==> config.mk <==
export PLATFORM = sky130hd
export DESIGN_NAME = pq4cs_ctrl
export DESIGN_NICKNAME = d
export VERILOG_FILES = /design/src/pq4cs_pkg.sv /design/src/pq4cs_ctrl.sv
export SDC_FILE = /design/constraint.sdc
export NUM_CORES = 1
export LEC_CHECK = 0
export BUFFER_PORTS_ARGS = -buffer_cell sky130_fd_sc_hd__buf_2
export CAP_MARGIN = 10
export CORE_AREA = 8 8 45 47
export CTS_CLUSTER_SIZE = 24
export DETAILED_ROUTE_END_ITERATION = 16
export DIE_AREA = 0 0 53 55
export GPL_ROUTABILITY_DRIVEN = 0
export GPL_TIMING_DRIVEN = 0
export PLACE_DENSITY = 0.56
export SLEW_MARGIN = 20
export SYNTH_ARGS = -nofsm -noshare
export SYNTH_HDL_FRONTEND = slang
export SYNTH_SLANG_ARGS = --single-unit
==> constraint.sdc <==
create_clock -name clk -period 3 [get_ports clk]
set_clock_uncertainty 0.1 [all_clocks]
set_input_delay 0.3 -clock clk [delete_from_list [all_inputs] [get_ports clk]]
set_output_delay 0.3 -clock clk [all_outputs]
set_load 0.02 [all_outputs]
==> src/pq4cs_pkg.sv <==
// ----------------------------------------------------------------------------
// pq4cs_pkg
// Shared constants, codes and controller/datapath interface types for the
// 4-bit fast-scan packed code store.
// ----------------------------------------------------------------------------
package pq4cs_pkg;

  // store geometry
  localparam int NUM_BLOCKS        = 8;
  localparam int MAX_SUBQUANTIZERS = 32;
  localparam int MAX_GROUPS_LOG2   = 1;
  localparam int LOG2_GROUP        = 5;                  // 32 vectors per group
  localparam int GROUP_SIZE        = 1 << LOG2_GROUP;
  localparam int HALF_PAIR         = GROUP_SIZE / 2;     // odd sub-quantizer offset
  localparam int MAX_BBS           = GROUP_SIZE << MAX_GROUPS_LOG2;
  localparam int MAX_BYTES_PER_VEC = (MAX_SUBQUANTIZERS + 1) / 2;
  localparam int STORE_DEPTH       = NUM_BLOCKS * MAX_BYTES_PER_VEC * MAX_BBS;

  // field and register widths
  localparam int OP_W     = 1;
  localparam int VEC_W    = 9;
  localparam int BIDX_W   = 4;
  localparam int BYTE_W   = 8;
  localparam int NIB_W    = 4;
  localparam int SQ_W     = 6;
  localparam int GRP_W    = 1;
  localparam int CFG_IDX_W = 1;
  localparam int CFG_DATA_W = SQ_W;
  localparam int IN_DATA_W  = 24;   // vector_index, byte_index, code_byte, zero fill
  localparam int OUT_DATA_W = 8;

  localparam int ADDR_W  = $clog2(STORE_DEPTH);
  localparam int BLK_W   = (NUM_BLOCKS > 1) ? $clog2(NUM_BLOCKS) : 1;
  localparam int CS_W    = $clog2(MAX_BYTES_PER_VEC + 1);
  localparam int ROW_W   = $clog2(NUM_BLOCKS * MAX_BYTES_PER_VEC);
  localparam int LIM_W   = $clog2(NUM_BLOCKS * MAX_BBS + 1);
  localparam int SHAMT_W = $clog2(LOG2_GROUP + MAX_GROUPS_LOG2 + 1);

  // operation codes
  localparam logic [OP_W-1:0] OP_WRITE = 1'b0;
  localparam logic [OP_W-1:0] OP_READ  = 1'b1;

  // configuration register indexes
  localparam logic [CFG_IDX_W-1:0] CFG_SUBQUANTIZERS = 1'b0;
  localparam logic [CFG_IDX_W-1:0] CFG_BLOCK_GROUPS  = 1'b1;

  localparam logic [SQ_W-1:0]  SQ_RESET  = SQ_W'(MAX_SUBQUANTIZERS);
  localparam logic [GRP_W-1:0] GRP_RESET = '0;

  // controller -> datapath
  typedef struct packed {
    logic ld_item;   // latch the accepted beat and its addresses
    logic addr_odd;  // address the odd sub-quantizer byte
    logic mem_we;    // write merged byte back
    logic cap_d0;    // capture read data of the even byte
    logic cap_d1;    // capture read data of the odd byte
    logic ld_out;    // load the result register
  } ctrl_cmd_t;

  // datapath -> controller
  typedef struct packed {
    logic in_err;    // beat on the input is out of range
    logic is_read;   // latched item is a read
    logic out_free;  // result register can take a new result
  } dp_stat_t;

endpackage

==> src/pq4cs_ctrl.sv <==
// ----------------------------------------------------------------------------
// pq4cs_ctrl
// Sequencer for one item: two reads and, for a write, two write-backs on the
// single store port, then hand-off to the result register; errors skip to it.
// ----------------------------------------------------------------------------
module pq4cs_ctrl (
  input  logic                  clk,
  input  logic                  rst_n,
  input  logic                  in_tvalid,
  output logic                  in_tready,
  input  pq4cs_pkg::dp_stat_t   stat,
  output pq4cs_pkg::ctrl_cmd_t  cmd
);

  typedef enum logic [5:0] {
    S_IDLE = 6'b000001,
    S_RD0  = 6'b000010,
    S_RD1  = 6'b000100,
    S_WR0  = 6'b001000,
    S_WR1  = 6'b010000,
    S_PUSH = 6'b100000
  } state_t;

  state_t state_r, state_nxt;

  always_ff @(posedge clk) begin
    if (!rst_n) begin
      state_r <= S_IDLE;
    end else begin
      state_r <= state_nxt;
    end
  end

  always_comb begin
    state_nxt = state_r;
    cmd       = '0;
    in_tready = 1'b0;
    unique case (state_r)
      S_IDLE: begin
        in_tready = 1'b1;
        if (in_tvalid) begin
          cmd.ld_item = 1'b1;
          state_nxt   = stat.in_err ? S_PUSH : S_RD0;
        end
      end
      S_RD0: begin
        state_nxt = S_RD1;
      end
      S_RD1: begin
        cmd.addr_odd = 1'b1;
        cmd.cap_d0   = 1'b1;
        state_nxt    = S_WR0;
      end
      S_WR0: begin
        cmd.cap_d1 = 1'b1;
        cmd.mem_we = !stat.is_read;
        state_nxt  = stat.is_read ? S_PUSH : S_WR1;
      end
      S_WR1: begin
        cmd.addr_odd = 1'b1;
        cmd.mem_we   = 1'b1;
        state_nxt    = S_PUSH;
      end
      S_PUSH: begin
        // hold until the result register frees up
        if (stat.out_free) begin
          cmd.ld_out = 1'b1;
          state_nxt  = S_IDLE;
        end
      end
      default: begin
        state_nxt = S_IDLE;
      end
    endcase
  end

endmodule

**Word level (Yosys, flattened, before mapping)**

Cells that the tools add are included.

- Equal/unequal tests: 8
- Multiplexer cells: 14
- Reduce and logical (&&, ||, !) cells: 3

Operators with widths:

| cell | number |
|---|---|
| $pmux 6 s6 | 1 |
| $mux 6 | 4 |
| $mux 1 | 8 |
| $eq 6x1->1 const B | 1 |
| $eq 6x2->1 const B | 1 |
| $eq 6x3->1 const B | 1 |
| $eq 6x4->1 const B | 1 |
| $eq 6x5->1 const B | 1 |
| $eq 6x6->1 const B | 1 |
| $ne 2x2->1 const B | 2 |
| $pmux 1 s2 | 1 |
| $reduce_and 2->1 | 1 |
| $reduce_or 2->1 | 1 |
| $logic_not 1->1 | 1 |

- Flip-flop bits (word level): 6
- Bits of input ports: 6
- Output and inout bits: 7
- Logic and storage cells: 26

**Depth between registers and ports, before layout**

Gate-level depths: netlist (run 1).

- Depth in word-level cells: 3
- Mapped depth: 5
- Gate-level depth less buffers: 4

**Least setup slack after synthesis (run 1)**

Ideal clock, no wire load.

- Path type: register -> output
- From: reg state_r[0]
- To: out cmd[2] (netlist bit)
- Arrival time: 1577 ps
- Required time: 2600 ps
- Setup slack: 1023 ps
- Stages on the path, launching flop included: 4
- Buffers on the path: 1
- Cell sequence: dfxtp_1 -> buf_2 -> or3_1 -> nor4b_1

RTL lines:

| element | line | source |
|---|---|---|
| from (decl) | pq4cs_ctrl.sv:24 | `state_t state_r, state_nxt;` |
| from (signal assigned) | pq4cs_ctrl.sv:30 | `state_r <= state_nxt;` |
| to (decl) | pq4cs_ctrl.sv:12 | `output pq4cs_pkg::ctrl_cmd_t cmd` |

==> results of run 1 <==
## area by class of cell
class                      instances  area, sq um
inverter                           3         11.3
sequential                         6          120
timing repair buffer              12         60.1
fill                             155          883
tap                               16         20.0
buffer                             4         25.0
clock buffer                       3         22.5
multi-input combinational         36          241
## final timing paths
| check | slack (ns) | cells past startpoint | from | to |
|---|---|---|---|---|
| worst min-delay path | 0.24 | 2 | rst_n | state_r[3] |
| worst max register to register | 1.30 | 5 | state_r[4] | state_r[0] |
| worst max-delay path | 0.89 | 5 | state_r[3] | cmd[5] |
| worst min register to register | 0.49 | 1 | state_r[1] | state_r[2] |
## worst max-delay path: cells and delay by family, from the launching register on
family,cells,cell delay (ns)
buffers and inverters,2,0.32
flip-flops,1,0.29
AND/OR/NAND/NOR,3,0.87
## per-stage QoR
step / cell area, sq um / hold slack, ns / utilization (%)
floorplan: 398 / 0.322 / -
global placement: 478 / 0.477 / 34.5
detailed placement: 478 / 0.483 / 34.5
CTS: 500 / 0.232 / 36.2
global route: 500 / 0.247 / 36.2
finish: 500 / 0.239 / 36.2
## cells by family after synthesis
kind of cell	after synthesis	synth area share [%]
AO/OA/AOI/OAI	9	15.1
XOR/XNOR	2	4.40
flip-flops	6	30.2
buffers and inverters	7	9.12
AND/OR/NAND/NOR	25	41.2
## per-layer routing
layer / global-route usage (%) / share of wire [%] / vias up
li1: - / - / 204
met4: 9.05 / 0 / 0
met1: 8.50 / 47 / 169
met5: 0 / 0 / -
met3: 1.87 / 3.3 / 0
met2: 11.7 / 50 / 5
## cell usage after synthesis
| master | count | area, sq um |
|---|---|---|
| sky130_fd_sc_hd__dfxtp_1 | 6 | 120 |
| sky130_fd_sc_hd__nor3_1 | 5 | 25.0 |
| sky130_fd_sc_hd__inv_1 | 3 | 11.3 |
| sky130_fd_sc_hd__nor2_1 | 3 | 11.3 |
| sky130_fd_sc_hd__o21ai_0 | 3 | 15.0 |
| sky130_fd_sc_hd__and3b_1 | 2 | 17.5 |
| sky130_fd_sc_hd__nand3b_1 | 2 | 15.0 |
| sky130_fd_sc_hd__nor2b_1 | 2 | 12.5 |
| sky130_fd_sc_hd__a21oi_1 | 1 | 5.00 |
| sky130_fd_sc_hd__a22o_1 | 1 | 8.76 |
| sky130_fd_sc_hd__a22oi_1 | 1 | 7.51 |
| sky130_fd_sc_hd__a31oi_1 | 1 | 6.26 |
| sky130_fd_sc_hd__a41o_1 | 1 | 10.0 |
| sky130_fd_sc_hd__and2_1 | 1 | 6.26 |
| sky130_fd_sc_hd__and2_2 | 1 | 7.51 |
| sky130_fd_sc_hd__and3_1 | 1 | 6.26 |
| sky130_fd_sc_hd__buf_2 | 1 | 5.00 |
| sky130_fd_sc_hd__buf_6 | 1 | 11.3 |
| sky130_fd_sc_hd__clkbuf_1 | 1 | 3.75 |
| sky130_fd_sc_hd__clkbuf_2 | 1 | 5.00 |
| sky130_fd_sc_hd__nand2b_1 | 1 | 6.26 |
| sky130_fd_sc_hd__nor3_2 | 1 | 10.0 |
| sky130_fd_sc_hd__nor3b_1 | 1 | 7.51 |
| sky130_fd_sc_hd__nor4_1 | 1 | 6.26 |
| sky130_fd_sc_hd__nor4b_1 | 1 | 8.76 |
| sky130_fd_sc_hd__o31ai_1 | 1 | 7.51 |
| sky130_fd_sc_hd__or2b_1 | 1 | 7.51 |
| sky130_fd_sc_hd__or3_1 | 1 | 6.26 |
| sky130_fd_sc_hd__or4b_1 | 1 | 10.0 |
| sky130_fd_sc_hd__xnor2_1 | 1 | 8.76 |
| sky130_fd_sc_hd__xor2_1 | 1 | 8.76 |
## power groups by stage
stage / clock network (mW) / registers [mW] / logic (mW)
5_1_grt: 0.0804 / 0.0897 / 0.0653
2_1_floorplan: 0 / 0.0891 / 0.0423
6_report: 0.0704 / 0.0887 / 0.0583
4_1_cts: 0.0747 / 0.0888 / 0.0590
3_5_place_dp: 0 / 0.0902 / 0.0588
3_3_place_gp: 0 / 0.0902 / 0.0583
==> flow_results.xml, run 1 <==
<?xml version="1.0" encoding="UTF-8"?>
<metrics>
  <group name="outcome">
    <metric name="outcome" unit="">finished clean</metric>
  </group>
  <group name="power">
    <metric name="switching_share" unit="%">29.0</metric>
    <metric name="power_leakage" unit="nW">0.236</metric>
    <metric name="vdd_drop_max" unit="mV">0.116</metric>
    <metric name="power.share.clock" unit="%">32.4</metric>
    <metric name="power_switching" unit="mW">0.0630</metric>
    <metric name="combPwrFrac" unit="%">26.8</metric>
    <metric name="share_seq_of_total_power" unit="%">40.8</metric>
    <metric name="power_density" unit="mW/mm^2">435</metric>
    <metric name="fin_total_pwr" unit="mW">0.217</metric>
    <metric name="cell_internal_power_dissipation" unit="mW">0.155</metric>
  </group>
  <group name="floorplanning">
    <metric name="total_number_of_placement_rows" unit="">14</metric>
    <metric name="die_area" unit="sq mm">0.00292</metric>
    <metric name="fp.dieW" unit="um">53</metric>
    <metric name="io_pins" unit="">13</metric>
    <metric name="floorplan.initialDensity" unit="%">28.8</metric>
    <metric name="dieHeight" unit="um">55</metric>
    <metric name="coreArea" unit="sq mm">0.00138</metric>
  </group>
  <group name="clock_tree">
    <metric name="worstSkewPairLatency" unit="ns">0.24</metric>
    <metric name="cts.hold.buffers_added" unit="">0</metric>
    <metric name="ctsHtreeMaxLevel" unit="">1</metric>
    <metric name="cts-buffers-inserted" unit="">3</metric>
    <metric name="quantity_of_gates_resized_following_cts" unit="">0</metric>
    <metric name="clockBufferDepth" unit="">2</metric>
    <metric name="post_cts_buffers" unit="">0</metric>
    <metric name="cts_tree" unit="">yes</metric>
    <metric name="clockRootBuffer" unit="">sky130_fd_sc_hd__clkbuf_4</metric>
    <metric name="cts.sinks" unit="">6</metric>
    <metric name="clkSlewWorstSetupHoldPaths" unit="ns">0.04</metric>
  </group>
  <group name="synth">
    <metric name="ys_warn_count" unit="">0</metric>
    <metric name="mean_post_synth_cell_area" unit="sq um">8.12</metric>
    <metric name="synthesis.instances" unit="">49</metric>
    <metric name="syn-num-nets" unit="">55</metric>
    <metric name="post_synth_num_cell_types" unit="">31</metric>
    <metric name="seq_area_frac_synth" unit="%">30.2</metric>
    <metric name="number_of_storage_elements_in_the_synthesis_netlist" unit="">6</metric>
    <metric name="synth.cell_area" unit="sq um">398</metric>
  </group>
  <group name="grt">
    <metric name="antenna_found_initial" unit="">0</metric>
    <metric name="first_global_vias" unit="">370</metric>
    <metric name="wire_length_of_the_first_global_routing_pass" unit="um">1640</metric>
    <metric name="pin_count_of_the_biggest_net_entering_global_routing" unit="">11</metric>
    <metric name="globalRouteTotalUtil" unit="%">7.86</metric>
    <metric name="grt-ovfl-total" unit="">0</metric>
  </group>
  <group name="critical_path">
    <metric name="timing.critical_path.cells" unit="">clkbuf_2 -&gt; or4b_1 -&gt; nor3_2 -&gt; and2_2 -&gt; buf_2</metric>
    <metric name="cp-start-kind" unit="">register</metric>
    <metric name="max_stage_delay" unit="ns">0.53</metric>
    <metric name="setup.worst_path.end_class" unit="">output port</metric>
    <metric name="critical_path_at" unit="ns">1.71</metric>
    <metric name="worst-setup-path-type" unit="">register to output port</metric>
    <metric name="crit_required" unit="ns">2.60</metric>
    <metric name="timing.critical_path.fanout_max" unit="">9</metric>
    <metric name="cp_slowest_cell" unit="">sky130_fd_sc_hd__or4b_1</metric>
  </group>
  <group name="timing">
    <metric name="timing_worst_slew_pin_value" unit="ns">0.421</metric>
    <metric name="finalWorstPathRequiredPeriod" unit="ns">2.11</metric>
    <metric name="max_freq" unit="GHz">0.475</metric>
    <metric name="finalCritPeriodShare" unit="%">70.2</metric>
    <metric name="timing.final.setup_violations" unit="">0</metric>
    <metric name="final_max_slew_viol_count" unit="">0</metric>
    <metric name="maxSlewHeadroom" unit="%">71.7</metric>
    <metric name="rsz0062_at_grt" unit="">false</metric>
    <metric name="setup_slack_of_the_critical_path_after_layout" unit="ns">0.894</metric>
    <metric name="setup_tns" unit="ns">0</metric>
    <metric name="timing.final.hold_violations" unit="">0</metric>
  </group>
  <group name="detailed_routing">
    <metric name="wl" unit="um">944</metric>
    <metric name="drt-wirelength-per-cell" unit="um">11.8</metric>
    <metric name="remaining_drc_errors" unit="">0</metric>
    <metric name="post_drt_via_cell_ratio" unit="">4.73</metric>
    <metric name="ant_nets" unit="">0</metric>
    <metric name="firstDrtPassIters" unit="">4</metric>
    <metric name="vias_after_detailed_routing" unit="">378</metric>
    <metric name="drt_first_iter_violations" unit="">6</metric>
  </group>
  <group name="cells_and_area">
    <metric name="flow.area_growth_from_synthesis" unit="%">25.8</metric>
    <metric name="layout-drive-gt1-share" unit="%">31.3</metric>
    <metric name="instances_no_fill" unit="">80</metric>
    <metric name="insertedDiodeCount" unit="">0</metric>
    <metric name="most_common_library_cell_in_the_layout_ignoring_fill_and_taps" unit="">sky130_fd_sc_hd__buf_2</metric>
    <metric name="fin_nets" unit="">72</metric>
    <metric name="register_containing_the_most_flip_flops_in_the_final_layout" unit="">state_r</metric>
    <metric name="reg_top3" unit="">state_r (6)</metric>
    <metric name="max_reg_flops" unit="">6</metric>
    <metric name="layout_common_cells" unit="">sky130_fd_sc_hd__buf_2 (13), sky130_fd_sc_hd__dfxtp_1 (6), sky130_fd_sc_hd__nor3_1 (5)</metric>
  </group>
  <group name="flow_run">
    <metric name="max-cap-violations" unit="">0</metric>
  </group>
  <group name="placed_design">
    <metric name="pre_cts_worst_setup_slack" unit="ns">1.13</metric>
    <metric name="dpl.hpwl" unit="um">727</metric>
    <metric name="port_buffers" unit="">12</metric>
    <metric name="numPlacedInstances" unit="">77</metric>
  </group>
  <group name="min_path">
    <metric name="min-delay-path-class" unit="">primary input to register</metric>
  </group>
</metrics>
No activity file was read; power rests on OpenSTA's default activity.
==> inputs of run 2 (changes only) <==
Clock period 3 ns to 2 ns, I/O delays scaled along.
==> flow_results.xml, run 2 (same netlist as run 1, synthesis figures left out) <==
<?xml version="1.0" encoding="UTF-8"?>
<metrics>
  <group name="critical_path">
    <metric name="cp-start-kind" unit="">register</metric>
    <metric name="worstRegToRegCells" unit="">6</metric>
    <metric name="setup.worst_path.end_class" unit="">output port</metric>
    <metric name="worst-setup-path-type" unit="">register to output port</metric>
    <metric name="timing.critical_path.fanout_max" unit="">9</metric>
    <metric name="critical_path_at" unit="ns">1.64</metric>
    <metric name="crit_required" unit="ns">1.70</metric>
  </group>
  <group name="cells_and_area">
    <metric name="fin_nets" unit="">72</metric>
    <metric name="most_common_library_cell_in_the_layout_ignoring_fill_and_taps" unit="">sky130_fd_sc_hd__buf_2</metric>
    <metric name="reg_top3" unit="">state_r (6)</metric>
    <metric name="fill_cell_count" unit="">159</metric>
    <metric name="register_containing_the_most_flip_flops_in_the_final_layout" unit="">state_r</metric>
    <metric name="fin_util" unit="%">37.4</metric>
    <metric name="flow.area_growth_from_synthesis" unit="%">30.2</metric>
    <metric name="layout_common_cells" unit="">sky130_fd_sc_hd__buf_2 (12), sky130_fd_sc_hd__dfxtp_1 (6), sky130_fd_sc_hd__nor3_1 (5)</metric>
    <metric name="layout-drive-gt1-share" unit="%">34.4</metric>
    <metric name="max_reg_flops" unit="">6</metric>
    <metric name="insertedDiodeCount" unit="">0</metric>
  </group>
  <group name="timing">
    <metric name="timing.final.setup_violations" unit="">0</metric>
    <metric name="maxSlewHeadroom" unit="%">69.1</metric>
    <metric name="timing_worst_slew_pin_value" unit="ns">0.464</metric>
    <metric name="final_max_slew_viol_count" unit="">0</metric>
    <metric name="rsz0062_at_grt" unit="">false</metric>
    <metric name="timing.final.hold_violations" unit="">0</metric>
    <metric name="max_freq" unit="GHz">0.516</metric>
    <metric name="finalWorstPathRequiredPeriod" unit="ns">1.94</metric>
    <metric name="setup_tns" unit="ns">0</metric>
    <metric name="finalCritPeriodShare" unit="%">97.0</metric>
    <metric name="setup_slack_of_the_critical_path_after_layout" unit="ns">0.0602</metric>
  </group>
  <group name="detailed_routing">
    <metric name="ant_nets" unit="">0</metric>
    <metric name="remaining_drc_errors" unit="">0</metric>
    <metric name="vias_after_detailed_routing" unit="">394</metric>
    <metric name="firstDrtPassIters" unit="">4</metric>
    <metric name="drt-wirelength-per-cell" unit="um">11.9</metric>
    <metric name="post_drt_via_cell_ratio" unit="">4.93</metric>
    <metric name="wl" unit="um">955</metric>
    <metric name="drt_first_iter_violations" unit="">7</metric>
  </group>
  <group name="floorplanning">
    <metric name="total_number_of_placement_rows" unit="">14</metric>
    <metric name="floorplan.initialDensity" unit="%">28.8</metric>
    <metric name="io_pins" unit="">13</metric>
    <metric name="fp.dieW" unit="um">53</metric>
    <metric name="die_area" unit="sq mm">0.00292</metric>
    <metric name="coreArea" unit="sq mm">0.00138</metric>
    <metric name="dieHeight" unit="um">55</metric>
  </group>
  <group name="grt">
    <metric name="antenna_found_initial" unit="">0</metric>
    <metric name="globalRouteTotalUtil" unit="%">7.86</metric>
    <metric name="wire_length_of_the_first_global_routing_pass" unit="um">1640</metric>
    <metric name="pin_count_of_the_biggest_net_entering_global_routing" unit="">11</metric>
    <metric name="first_global_vias" unit="">366</metric>
    <metric name="grt-ovfl-total" unit="">0</metric>
  </group>
  <group name="clock_tree">
    <metric name="cts_tree" unit="">yes</metric>
    <metric name="worstSkewPairLatency" unit="ns">0.24</metric>
    <metric name="clockBufferDepth" unit="">2</metric>
    <metric name="ctsHtreeMaxLevel" unit="">1</metric>
    <metric name="cts-buffers-inserted" unit="">3</metric>
    <metric name="clkSlewWorstSetupHoldPaths" unit="ns">0.04</metric>
    <metric name="clockRootBuffer" unit="">sky130_fd_sc_hd__clkbuf_4</metric>
    <metric name="cts.sinks" unit="">6</metric>
  </group>
  <group name="outcome">
    <metric name="outcome" unit="">finished clean</metric>
  </group>
  <group name="flow_run">
    <metric name="max-cap-violations" unit="">0</metric>
  </group>
  <group name="placed_design">
    <metric name="dpl.hpwl" unit="um">727</metric>
    <metric name="port_buffers" unit="">12</metric>
    <metric name="pre_cts_worst_setup_slack" unit="ns">0.228</metric>
  </group>
  <group name="power">
    <metric name="power_density" unit="mW/mm^2">654</metric>
    <metric name="vdd_drop_max" unit="mV">0.179</metric>
    <metric name="power_leakage" unit="nW">0.238</metric>
    <metric name="fin_total_pwr" unit="mW">0.339</metric>
  </group>
  <group name="min_path">
    <metric name="min-delay-path-class" unit="">primary input to register</metric>
    <metric name="worst_hold_path.num_cells" unit="">2</metric>
  </group>
</metrics>
run 2: cell count changes in the layout (fill, tap and decap cells not counted):
cell                       before  now
sky130_fd_sc_hd__nor4_1         1    0
sky130_fd_sc_hd__nor4b_1        1    0
sky130_fd_sc_hd__nor4_2         0    1
sky130_fd_sc_hd__buf_2         13   12
sky130_fd_sc_hd__nor4b_2        0    1
sky130_fd_sc_hd__buf_4          0    2
sky130_fd_sc_hd__clkbuf_2       1    0
run 2: report_power, final:
group          switching [mW]  internal [mW]
combinational          0.0532         0.0455
sequential            0.00604          0.127
clock                  0.0393         0.0676
total                  0.0985          0.240
run 2: worst max-delay path: stages (launching register included):
cell and delay [ns]:
sky130_fd_sc_hd__dfxtp_1 0.30, sky130_fd_sc_hd__buf_6 0.13, sky130_fd_sc_hd__or4b_1 0.53, sky130_fd_sc_hd__nor3_2 0.13, sky130_fd_sc_hd__and2_2 0.17, sky130_fd_sc_hd__buf_4 0.13
run 2: final timing paths:
check                           startpoint         end  slack (ns)
worst max-delay path            state_r[2]      cmd[5]        0.06
worst min-delay path                 rst_n  state_r[3]        0.14
worst max register to register  state_r[2]  state_r[5]        0.26
worst min register to register  state_r[1]  state_r[2]        0.49
run 2: cell type report:
cell class	count	area (sq um)	area share, %
inverters	3	11.3	2.17
clock buffers	3	22.5	4.35
plain buffers	3	20.0	3.86
well taps	16	20.0	3.86
multi-input cells	36	254	49.0
flip-flops and latches	6	120	23.2
repair buffers	13	70.1	13.5
run 2: timing repair:
item / 4_1_cts / 5_1_grt
pin swaps: 1 / 1
hold buffers: 0 / 0
resized for setup: 1 / 2
endpoints found under the setup margin: 1 / 4
buffers inserted: 1 / 0
run 2: through the flow:
| stage | area [sq um] | instances | hold WS (ns) |
|---|---|---|---|
| 5_1_grt | 518 | 80 | 0.157 |
| 3_3_place_gp | 478 | 77 | 0.377 |
| 4_1_cts | 505 | 80 | 0.132 |
| 2_1_floorplan | 398 | 49 | 0.222 |
| 6_report | 518 | 80 | 0.145 |
| 3_5_place_dp | 478 | 77 | 0.384 |
run 2: per-layer routing:
layer | track usage [%] | share of wire [%] | routed length [um]
met2 | 11.7 | 51 | 485
met5 | 0 | 0 | 0
met3 | 1.87 | 2.4 | 23
met1 | 8.50 | 45 | 431
met4 | 9.05 | 1.6 | 15
